`src/hdl/tsg_pkg.sv`:
```
// Shared types, widths and helpers for the top sector grouping block.
// No dependencies; imported by top_sector_grouping.

package tsg_pkg;

    localparam int TSG_MASK_W        = 16;
    localparam int TSG_POS_W         = 5;
    localparam int TSG_CFG_W         = 5;
    localparam int TSG_MAX_INDICES   = 16;
    localparam int TSG_MAX_INTEGRALS = 32;
    localparam int TSG_INDEX_WIDTH   = 8;

    localparam logic [TSG_CFG_W-1:0] TSG_NUM_INDICES_RST = TSG_CFG_W'(16);

    // position, group, sector mask and overflow flag, packed from bit 0 up
    localparam int TSG_OUT_USED_W = 2 * TSG_POS_W + TSG_MASK_W + 1;
    localparam int TSG_OUT_DATA_W = ((TSG_OUT_USED_W + 7) / 8) * 8;

    typedef enum logic {
        KIND_TOP      = 1'b0,
        KIND_INTEGRAL = 1'b1
    } kind_t;

    typedef enum logic [15:0] {
        ST_LOAD     = 16'h0001,
        ST_D_WAIT_I = 16'h0002,
        ST_D_CUR    = 16'h0004,
        ST_D_WAIT_J = 16'h0008,
        ST_D_CMP    = 16'h0010,
        ST_D_APPEND = 16'h0020,
        ST_T_WAIT_I = 16'h0040,
        ST_T_CUR    = 16'h0080,
        ST_T_WAIT_J = 16'h0100,
        ST_T_CMP    = 16'h0200,
        ST_T_EMIT   = 16'h0400,
        ST_A_WAIT_I = 16'h0800,
        ST_A_CUR    = 16'h1000,
        ST_A_WAIT_J = 16'h2000,
        ST_A_CMP    = 16'h4000,
        ST_A_EMIT   = 16'h8000
    } state_t;

    // True when every bit of a is also set in b.
    function automatic logic contained(input logic [TSG_MASK_W-1:0] a,
                                       input logic [TSG_MASK_W-1:0] b);
        contained = ((a & ~b) == '0);
    endfunction

endpackage

```
`src/hdl/top_sector_grouping.sv`:
```
// Top sector grouping: loads integral masks, then finds distinct and top sectors.
// Depends on tsg_pkg for widths, state and record kind types.
//
// Channel   Direction  Handshake               Payload
// s_axis    in         s_axis_tvalid/tready    tdata: index_value; tlast: end_of_list
// m_axis    out        m_axis_tvalid/tready    tdata: position, group, mask, overflow;
//                                              tuser: record_kind; tlast: last
// cfg       in         cfg_valid/cfg_ready     cfg_data: num_indices
//
// An item that does not end the list is taken while loading. The item that ends it
// starts grouping, during which the input is not ready: deduplication, then the top
// sector search, then assignment, each reading the distinct store through its single
// read port, with output stalls able to hold it. Reset is synchronous and active low.

module top_sector_grouping
    import tsg_pkg::*;
#(
    parameter int MAX_INDICES   = TSG_MAX_INDICES,
    parameter int MAX_INTEGRALS = TSG_MAX_INTEGRALS,
    parameter int INDEX_WIDTH   = TSG_INDEX_WIDTH
) (
    input  logic                      aclk,
    input  logic                      aresetn,

    input  logic                      s_axis_tvalid,
    output logic                      s_axis_tready,
    // [INDEX_WIDTH-1:0] index_value (signed), rest zero
    input  logic [((INDEX_WIDTH+7)/8)*8-1:0] s_axis_tdata,
    input  logic                      s_axis_tlast,

    output logic                      m_axis_tvalid,
    input  logic                      m_axis_tready,
    // [4:0] position, [9:5] group, [25:10] sector_mask, [26] overflow, rest zero
    output logic [TSG_OUT_DATA_W-1:0] m_axis_tdata,
    // [0] record_kind
    output logic                      m_axis_tuser,
    output logic                      m_axis_tlast,

    input  logic                      cfg_valid,
    output logic                      cfg_ready,
    input  logic [TSG_CFG_W-1:0]      cfg_data
);

    localparam int AW  = (MAX_INTEGRALS > 1) ? $clog2(MAX_INTEGRALS) : 1;
    localparam int CW  = $clog2(MAX_INTEGRALS + 1);
    localparam int ICW = $clog2(MAX_INDICES + 1);

    state_t                    state_reg, state_next;
    logic [TSG_CFG_W-1:0]      num_indices_reg;
    logic [ICW-1:0]            idx_reg, idx_next;
    logic [TSG_MASK_W-1:0]     mask_reg, mask_next;
    logic [CW-1:0]             icnt_reg, icnt_next;
    logic [CW-1:0]             dcnt_reg, dcnt_next;
    logic                      ovf_reg, ovf_next;
    logic [MAX_INTEGRALS-1:0]  top_flags_reg, top_flags_next;
    logic [CW-1:0]             i_reg, i_next;
    logic [CW-1:0]             j_reg, j_next;
    logic [CW-1:0]             tcnt_reg, tcnt_next;
    logic [CW-1:0]             grp_reg, grp_next;
    logic                      top_reg, top_next;
    logic [TSG_MASK_W-1:0]     cur_reg, cur_next;

    logic [TSG_MASK_W-1:0]     imem [MAX_INTEGRALS];
    logic [TSG_MASK_W-1:0]     dmem [MAX_INTEGRALS];
    logic [TSG_MASK_W-1:0]     i_rdata_reg, d_rdata_reg;
    logic [AW-1:0]             d_raddr;
    logic                      i_we, d_we;

    logic                      m_valid_reg;
    kind_t                     out_kind_reg;
    logic [TSG_POS_W-1:0]      out_pos_reg, out_grp_reg;
    logic [TSG_MASK_W-1:0]     out_mask_reg;
    logic                      out_ovf_reg, out_last_reg;

    logic                      ld_out, ld_last;
    kind_t                     ld_kind;
    logic [CW-1:0]             ld_pos, ld_grp;
    logic                      out_free;

    logic signed [INDEX_WIDTH-1:0] index_value;
    logic [ICW-1:0]            n_eff, idx_inc;
    logic [TSG_MASK_W-1:0]     mask_new;
    logic                      store_now, d_adv, t_adv, top_now, hit;
    logic [CW-1:0]             i_inc, j_inc;

    assign s_axis_tready = (state_reg == ST_LOAD);
    assign cfg_ready     = 1'b1;
    assign out_free      = !m_valid_reg || m_axis_tready;

    assign index_value = s_axis_tdata[INDEX_WIDTH-1:0];
    assign idx_inc     = idx_reg + ICW'(1);
    assign i_inc       = i_reg + CW'(1);
    assign j_inc       = j_reg + CW'(1);

    // A shift past the mask width yields zero, so late indices set no bit.
    assign mask_new  = mask_reg
                     | ((TSG_MASK_W'(1) << idx_reg) & {TSG_MASK_W{index_value > 0}});
    assign store_now = (idx_inc >= n_eff) || s_axis_tlast;

    always_comb begin
        if (num_indices_reg == '0) begin
            n_eff = ICW'(1);
        end else if (int'(num_indices_reg) > MAX_INDICES) begin
            n_eff = ICW'(MAX_INDICES);
        end else begin
            n_eff = ICW'(num_indices_reg);
        end
    end

    // The top sector search reads its outer mask from the distinct store too.
    assign d_raddr = (state_reg == ST_T_WAIT_I) ? i_reg[AW-1:0] : j_reg[AW-1:0];

    always_comb begin
        state_next     = state_reg;
        idx_next       = idx_reg;
        mask_next      = mask_reg;
        icnt_next      = icnt_reg;
        dcnt_next      = dcnt_reg;
        ovf_next       = ovf_reg;
        top_flags_next = top_flags_reg;
        i_next         = i_reg;
        j_next         = j_reg;
        tcnt_next      = tcnt_reg;
        grp_next       = grp_reg;
        top_next       = top_reg;
        cur_next       = cur_reg;
        i_we           = 1'b0;
        d_we           = 1'b0;
        d_adv          = 1'b0;
        t_adv          = 1'b0;
        ld_out         = 1'b0;
        ld_kind        = KIND_TOP;
        ld_pos         = '0;
        ld_grp         = '0;
        ld_last        = 1'b0;
        top_now        = top_reg;
        hit            = contained(cur_reg, d_rdata_reg);

        case (state_reg)
            ST_LOAD: begin
                if (s_axis_tvalid) begin
                    if (store_now) begin
                        idx_next  = '0;
                        mask_next = '0;
                        if (icnt_reg < CW'(MAX_INTEGRALS)) begin
                            i_we      = 1'b1;
                            icnt_next = icnt_reg + CW'(1);
                        end else begin
                            ovf_next = 1'b1;
                        end
                    end else begin
                        idx_next  = idx_inc;
                        mask_next = mask_new;
                    end
                    if (s_axis_tlast) begin
                        i_next     = '0;
                        dcnt_next  = '0;
                        state_next = ST_D_WAIT_I;
                    end
                end
            end
            ST_D_WAIT_I: begin
                state_next = ST_D_CUR;
            end
            ST_D_CUR: begin
                cur_next   = i_rdata_reg;
                j_next     = '0;
                state_next = (dcnt_reg == '0) ? ST_D_APPEND : ST_D_WAIT_J;
            end
            ST_D_WAIT_J: begin
                state_next = ST_D_CMP;
            end
            ST_D_CMP: begin
                if (d_rdata_reg == cur_reg) begin
                    d_adv = 1'b1;
                end else if (j_inc == dcnt_reg) begin
                    state_next = ST_D_APPEND;
                end else begin
                    j_next     = j_inc;
                    state_next = ST_D_WAIT_J;
                end
            end
            ST_D_APPEND: begin
                d_we      = 1'b1;
                dcnt_next = dcnt_reg + CW'(1);
                d_adv     = 1'b1;
            end
            ST_T_WAIT_I: begin
                state_next = ST_T_CUR;
            end
            ST_T_CUR: begin
                cur_next   = d_rdata_reg;
                j_next     = '0;
                top_next   = 1'b1;
                state_next = ST_T_WAIT_J;
            end
            ST_T_WAIT_J: begin
                state_next = ST_T_CMP;
            end
            ST_T_CMP: begin
                // Distinct masks differ, so containment in another one is strict.
                top_now  = top_reg && !((j_reg != i_reg) && hit);
                top_next = top_now;
                if (j_inc == dcnt_reg) begin
                    top_flags_next[i_reg[AW-1:0]] = top_now;
                    if (top_now) begin
                        state_next = ST_T_EMIT;
                    end else begin
                        t_adv = 1'b1;
                    end
                end else begin
                    j_next     = j_inc;
                    state_next = ST_T_WAIT_J;
                end
            end
            ST_T_EMIT: begin
                if (out_free) begin
                    ld_out    = 1'b1;
                    ld_kind   = KIND_TOP;
                    ld_pos    = tcnt_reg;
                    ld_grp    = tcnt_reg;
                    tcnt_next = tcnt_reg + CW'(1);
                    t_adv     = 1'b1;
                end
            end
            ST_A_WAIT_I: begin
                state_next = ST_A_CUR;
            end
            ST_A_CUR: begin
                cur_next   = i_rdata_reg;
                j_next     = '0;
                tcnt_next  = '0;
                grp_next   = '0;
                state_next = ST_A_WAIT_J;
            end
            ST_A_WAIT_J: begin
                state_next = ST_A_CMP;
            end
            ST_A_CMP: begin
                // tcnt counts the top sectors passed so far, giving each its ordinal.
                if (top_flags_reg[j_reg[AW-1:0]] && hit) begin
                    grp_next   = tcnt_reg;
                    state_next = ST_A_EMIT;
                end else begin
                    if (top_flags_reg[j_reg[AW-1:0]]) begin
                        tcnt_next = tcnt_reg + CW'(1);
                    end
                    if (j_inc == dcnt_reg) begin
                        state_next = ST_A_EMIT;
                    end else begin
                        j_next     = j_inc;
                        state_next = ST_A_WAIT_J;
                    end
                end
            end
            ST_A_EMIT: begin
                if (out_free) begin
                    ld_out  = 1'b1;
                    ld_kind = KIND_INTEGRAL;
                    ld_pos  = i_reg;
                    ld_grp  = grp_reg;
                    ld_last = (i_inc == icnt_reg);
                    if (i_inc == icnt_reg) begin
                        icnt_next      = '0;
                        dcnt_next      = '0;
                        top_flags_next = '0;
                        ovf_next       = 1'b0;
                        idx_next       = '0;
                        mask_next      = '0;
                        state_next     = ST_LOAD;
                    end else begin
                        i_next     = i_inc;
                        state_next = ST_A_WAIT_I;
                    end
                end
            end
            default: begin
                state_next = ST_LOAD;
            end
        endcase

        if (d_adv) begin
            if (i_inc == icnt_reg) begin
                i_next     = '0;
                tcnt_next  = '0;
                state_next = ST_T_WAIT_I;
            end else begin
                i_next     = i_inc;
                state_next = ST_D_WAIT_I;
            end
        end
        if (t_adv) begin
            if (i_inc == dcnt_reg) begin
                i_next     = '0;
                state_next = ST_A_WAIT_I;
            end else begin
                i_next     = i_inc;
                state_next = ST_T_WAIT_I;
            end
        end
    end

    always_ff @(posedge aclk) begin
        if (!aresetn) begin
            state_reg       <= ST_LOAD;
            num_indices_reg <= TSG_NUM_INDICES_RST;
            idx_reg         <= '0;
            mask_reg        <= '0;
            icnt_reg        <= '0;
            dcnt_reg        <= '0;
            ovf_reg         <= 1'b0;
            top_flags_reg   <= '0;
            i_reg           <= '0;
            j_reg           <= '0;
            tcnt_reg        <= '0;
            top_reg         <= 1'b0;
            m_valid_reg     <= 1'b0;
        end else begin
            state_reg     <= state_next;
            idx_reg       <= idx_next;
            mask_reg      <= mask_next;
            icnt_reg      <= icnt_next;
            dcnt_reg      <= dcnt_next;
            ovf_reg       <= ovf_next;
            top_flags_reg <= top_flags_next;
            i_reg         <= i_next;
            j_reg         <= j_next;
            tcnt_reg      <= tcnt_next;
            top_reg       <= top_next;
            if (cfg_valid) begin
                num_indices_reg <= cfg_data;
            end
            if (ld_out) begin
                m_valid_reg <= 1'b1;
            end else if (m_axis_tready) begin
                m_valid_reg <= 1'b0;
            end
        end
    end

    // Payload registers carry no reset.
    always_ff @(posedge aclk) begin
        cur_reg <= cur_next;
        grp_reg <= grp_next;
        if (ld_out) begin
            out_kind_reg <= ld_kind;
            out_pos_reg  <= TSG_POS_W'(ld_pos);
            out_grp_reg  <= TSG_POS_W'(ld_grp);
            out_mask_reg <= cur_reg;
            out_ovf_reg  <= ovf_reg;
            out_last_reg <= ld_last;
        end
    end

    always_ff @(posedge aclk) begin
        if (i_we) begin
            imem[icnt_reg[AW-1:0]] <= mask_new;
        end
        i_rdata_reg <= imem[i_reg[AW-1:0]];
    end

    always_ff @(posedge aclk) begin
        if (d_we) begin
            dmem[dcnt_reg[AW-1:0]] <= cur_reg;
        end
        d_rdata_reg <= dmem[d_raddr];
    end

    assign m_axis_tvalid = m_valid_reg;
    assign m_axis_tuser  = out_kind_reg;
    assign m_axis_tlast  = out_last_reg;
    assign m_axis_tdata  = {(TSG_OUT_DATA_W - TSG_OUT_USED_W)'(0), out_ovf_reg,
                            out_mask_reg, out_grp_reg, out_pos_reg};

    a_dcnt_bound: assert property (@(posedge aclk) disable iff (!aresetn)
        dcnt_reg <= icnt_reg)
        else $error("distinct count exceeds stored integral count");

    a_flags_clear: assert property (@(posedge aclk) disable iff (!aresetn)
        (state_reg == ST_LOAD) |-> (top_flags_reg == '0))
        else $error("top flags left set while loading");

    a_group_has_integrals: assert property (@(posedge aclk) disable iff (!aresetn)
        (state_reg != ST_LOAD) |-> (icnt_reg != '0) && (dcnt_reg <= icnt_reg))
        else $error("grouping started with no stored integral");

    a_last_is_integral: assert property (@(posedge aclk) disable iff (!aresetn)
        (m_axis_tvalid && m_axis_tlast) |-> (m_axis_tuser == KIND_INTEGRAL))
        else $error("final item of a run is not an integral record");

endmodule

```
`config.mk`:
```
export PLATFORM = sky130hd
export DESIGN_NAME = top_sector_grouping
export DESIGN_NICKNAME = d
export VERILOG_FILES = /design/src/hdl/tsg_pkg.sv /design/src/hdl/top_sector_grouping.sv
export SDC_FILE = /design/constraint.sdc
export NUM_CORES = 2
export LEC_CHECK = 0
export ABC_AREA = 1
export BUFFER_PORTS_ARGS = -buffer_cell sky130_fd_sc_hd__buf_2
export CORE_MARGIN = 1.5
export CORE_UTILIZATION = 45
export CTS_BUF_LIST = sky130_fd_sc_hd__clkbuf_4
export DETAILED_ROUTE_END_ITERATION = 8
export PLACE_DENSITY = 0.69
export SYNTH_ARGS = -nofsm -noshare
export SYNTH_HDL_FRONTEND = slang
export SYNTH_SLANG_ARGS = --single-unit
```
`constraint.sdc`:
```
create_clock -name aclk -period 4.79 [get_ports aclk]
set_clock_uncertainty 0.2 [all_clocks]
set_input_delay 0.479 -clock aclk [delete_from_list [all_inputs] [get_ports aclk]]
set_output_delay 0.479 -clock aclk [all_outputs]
set_load 0.02 [all_outputs]
```
==> metrics.md <==
| Metric | Value |
|---|---|
| Final count of hold timing violations | 0 |
| Area Growth Syn to Fin | 12.23% |
| Gr usage total | 0.2250 |
| Vias in the first global route | 34840 |
| 1st-iter DRT viols | 3738 |
| Final Critical Period | 4.097 ns |
| First-pass GRT wire length | 200.0 mm |
| Die W | 339.3 um |
| Clk pin slew, worst setup/hold paths | 0.07 ns |
| Startpoint Class | flop |
| Status | finished clean |
| Beginning of the worst hold path | mask_reg[15]$_SDFFE_PN0P_ |
| Share of layout cells above drive strength 1 | 0.1423 |
| Main synth FF type | edfxtp_1 |
| I/O pin count | 56 |
| Total routed wirelength | 131.2 mm |
| R2R Setup Slk | 0.69 ns |
| Remaining global-route overflow | 0 |
| Post-synthesis register bit count | 1212 |
| Post-Syn Instances | 4575 |
| Sequential share of the synthesized area | 0.6881 |
| Largest family of logic cells by synthesized area | simple AND/OR/NAND/NOR gates |
| Post-placement cell area | 53080 um2 |
| Min-Delay Endpoint | mask_reg[15]$_SDFFE_PN0P_ |
| Max Cap Viol | 0 |
| Post-synthesis xor/xnor area fraction | 0.001721 |
| Pwr Density | 464.4 nW/um2 |
| Register area | 35020 um2 |
| R2r endpoint | imem[25][8]$_DFFE_PP_ |
| Critical path arrival | 4.69 ns |
| Top-area cell type share of the netlist area | 0.6338 |
| Max-slew headroom | 0.2843 |
| Initial Util | 0.4529 |
| Critical Path RT | 5.39 ns |
| Crit share post-route | 0.8554 |
| Site Rows | 123 |
| Layout filler cell count | 9877 |
| DR vias/cell | 5.507 |
| Largest net degree at the start of global routing | 232 |
| Setup crit end kind | flop |
| Yosys warns | 0 |
| Post-synthesis async set-or-reset flop share | 0 |
| Post-Syn Area per Cell | 11.12 um2 |
| Post-synthesis mux area share | 0 |
| RR Startpoint | idx_reg[1]$_SDFFE_PN0P_ |
| Core area | 112300 um2 |
| Footprint of the multi-input gates | 13220 um2 |
| Setup Fix Bufs, Post-CTS | 0 |
| Clock Path Buffers | 4 |
| Area leader, netlist | edfxtp_1 |
| Setup violators final | 0 |
| Routed Antenna Nets | 0 |
| Slew @ Worst Pin | 1.071 ns |
| Port Buf Inserts | 49 |
| CTS tree | done |
| Setup TNS | 0 ns |
| Fin. max-slew vios | 0 |
| CTS Buf Count | 312 |
| FMAX | 0.2441 GHz |
| Routed WL per cell | 20.07 um |
| Max Fanout on Critical Path | 10 |
| Initial antenna violation count | 3 |
| Final #Nets | 4912 |
| Reg2Reg Depth | 12 |
| Peak supply drop | 464.4 uV |
| # DRC | 0 |
| Hpwl dp | 75.97 mm |
| Routability cong. | 0.9249 |
| H-Tree Depth | 5 |
| Synth Area in Adders | 0.01033 |
| Post-CTS Hold Buffers | 30 |
| Synth Area in Compound Gates | 0.1082 |
| RSZ-0062 raised after global routing | no |
| Synth unique cells | 53 |
| CP Class | reg2reg |
| Worst Hold Class | reg2reg |
| Ranking of synthesized cells by area | edfxtp_1 63%, nand2_1 5.8%, dfxtp_1 5.4% |
| Post-Route Utilization | 0.5083 |
| CTS resizes | 0 |
| Most frequent cells in the layout | 1074 x edfxtp_1, 789 x nand2_1, 500 x nor2_1 |
| Vias | 35990 |
| Commonest non-fill, non-tap cell in the layout | edfxtp_1 |
| CTS Sinks | 1212 |
| Placed cells | 6007 |
| Die Ht | 339.3 um |
| Post-synth EDFFs | 1074 |
| Worst Hold Depth | 2 |
| CTS root buf | clkbuf_4 |
| DRT Pass-1 Iters | 6 |
| Final std cells w/o fill | 6535 |
| Post-Syn Area | 50890 um2 |
| Leakage dissipation | 21.42 nW |
| Simple-gate area share of the yosys netlist | 0.1371 |
| Later-pin clock latency in the skew report | 1.17 ns |
| Die Area | 115100 um2 |
| Final Instance Area | 57110 um2 |
## cells in the mapped netlist, drive strengths merged, types with 2 or more instances
cell,n
edfxtp,1074
nand2,796
nor2,510
o21ai,427
inv,424
nand3,306
o211ai,164
a21oi,150
clkbuf,146
dfxtp,138
o22ai,137
buf,112
ha,42
nand4,37
a221oi,24
a211oi,19
nor3,19
xor2,9
a22o,7
or2,7
nor4,6
a31oi,3
clkinv,3
conb,2
o21bai,2
## logic make-up after synthesis
family	after synthesis
simple gates	1686
flops	1212
compound gates	938
buf+inv	685
fa+ha+maj	42
xor+xnor	10
other cells	2
## worst max-delay path, stage by stage, from the launching register on
cell and delay (ns):
dfxtp_1 0.39, ha_1 0.22, nand3_1 0.11, xnor2_1 0.18, ha_1 0.33, nand2_1 0.08, or3_1 0.34, nand3_1 0.13
nor2_1 0.09, nor4_2 0.40, nand2_1 0.38, nor2_1 0.55, buf_4 0.31
## through the flow
| stage | hold WS [ns] | worst slack, ns | power (mW) |
|---|---|---|---|
| floorplan | 0.2082 | 1.206 | 16.10 |
| global placement | 0.2551 | 0.8462 | 17.99 |
| detailed placement | 0.2620 | 0.8050 | 18.07 |
| CTS | 0.1272 | 0.6875 | 26.61 |
| global route | 0.2005 | 0.4088 | 27.70 |
| finish | 0.2731 | 0.6927 | 26.52 |
## metal layers
metal / global-route usage / wire length (um) / vias to the layer above / share of wire
met1: 0.2950 / 53510 / 17270 / 0.41
met4: 0.08798 / 3923 / 0 / 0.030
met5: 0 / 0 / - / 0
met3: 0.04531 / 10750 / 296 / 0.082
met2: 0.3688 / 62970 / 1632 / 0.48
li1: - / - / 16790 / -
## final cells by class
type,count,share of cell area
Multi-Input combinational cell,2682,0.2316
Clock buffer,436,0.05732
Antenna cell,2,0.00008764
Timing Repair Buffer,216,0.02888
Sequential cell,1212,0.6133
Clock inverter,60,0.007822
Inverter,427,0.02822
Tap cell,1500,0.03286
## worst max-delay path by stage
stage / startpoint / slack (ns) / endpoint / depth (start not counted)
after global routing: idx_reg[2]$_SDFFE_PN0P_ / 0.41 / imem[25][8]$_DFFE_PP_ / 12
after global placement: idx_reg[0]$_SDFFE_PN0P_ / 0.85 / imem[25][11]$_DFFE_PP_ / 12
final: idx_reg[1]$_SDFFE_PN0P_ / 0.69 / imem[25][8]$_DFFE_PP_ / 12
after CTS: idx_reg[2]$_SDFFE_PN0P_ / 0.69 / imem[25][8]$_DFFE_PP_ / 12
after floorplan: idx_reg[2]$_SDFFE_PN0P_ / 1.21 / imem[0][0]$_DFFE_PP_ / 12
after detailed placement: idx_reg[2]$_SDFFE_PN0P_ / 0.81 / imem[25][3]$_DFFE_PP_ / 12
## where the power goes
group | internal (mW) | switching, mW | total, mW
sequential | 12.2 | 0.226 | 12.5
clock | 4.58 | 3.96 | 8.54
combinational | 1.44 | 4.07 | 5.51
total | 18.3 | 8.25 | 26.5
(Power assumes the default switching activity.)
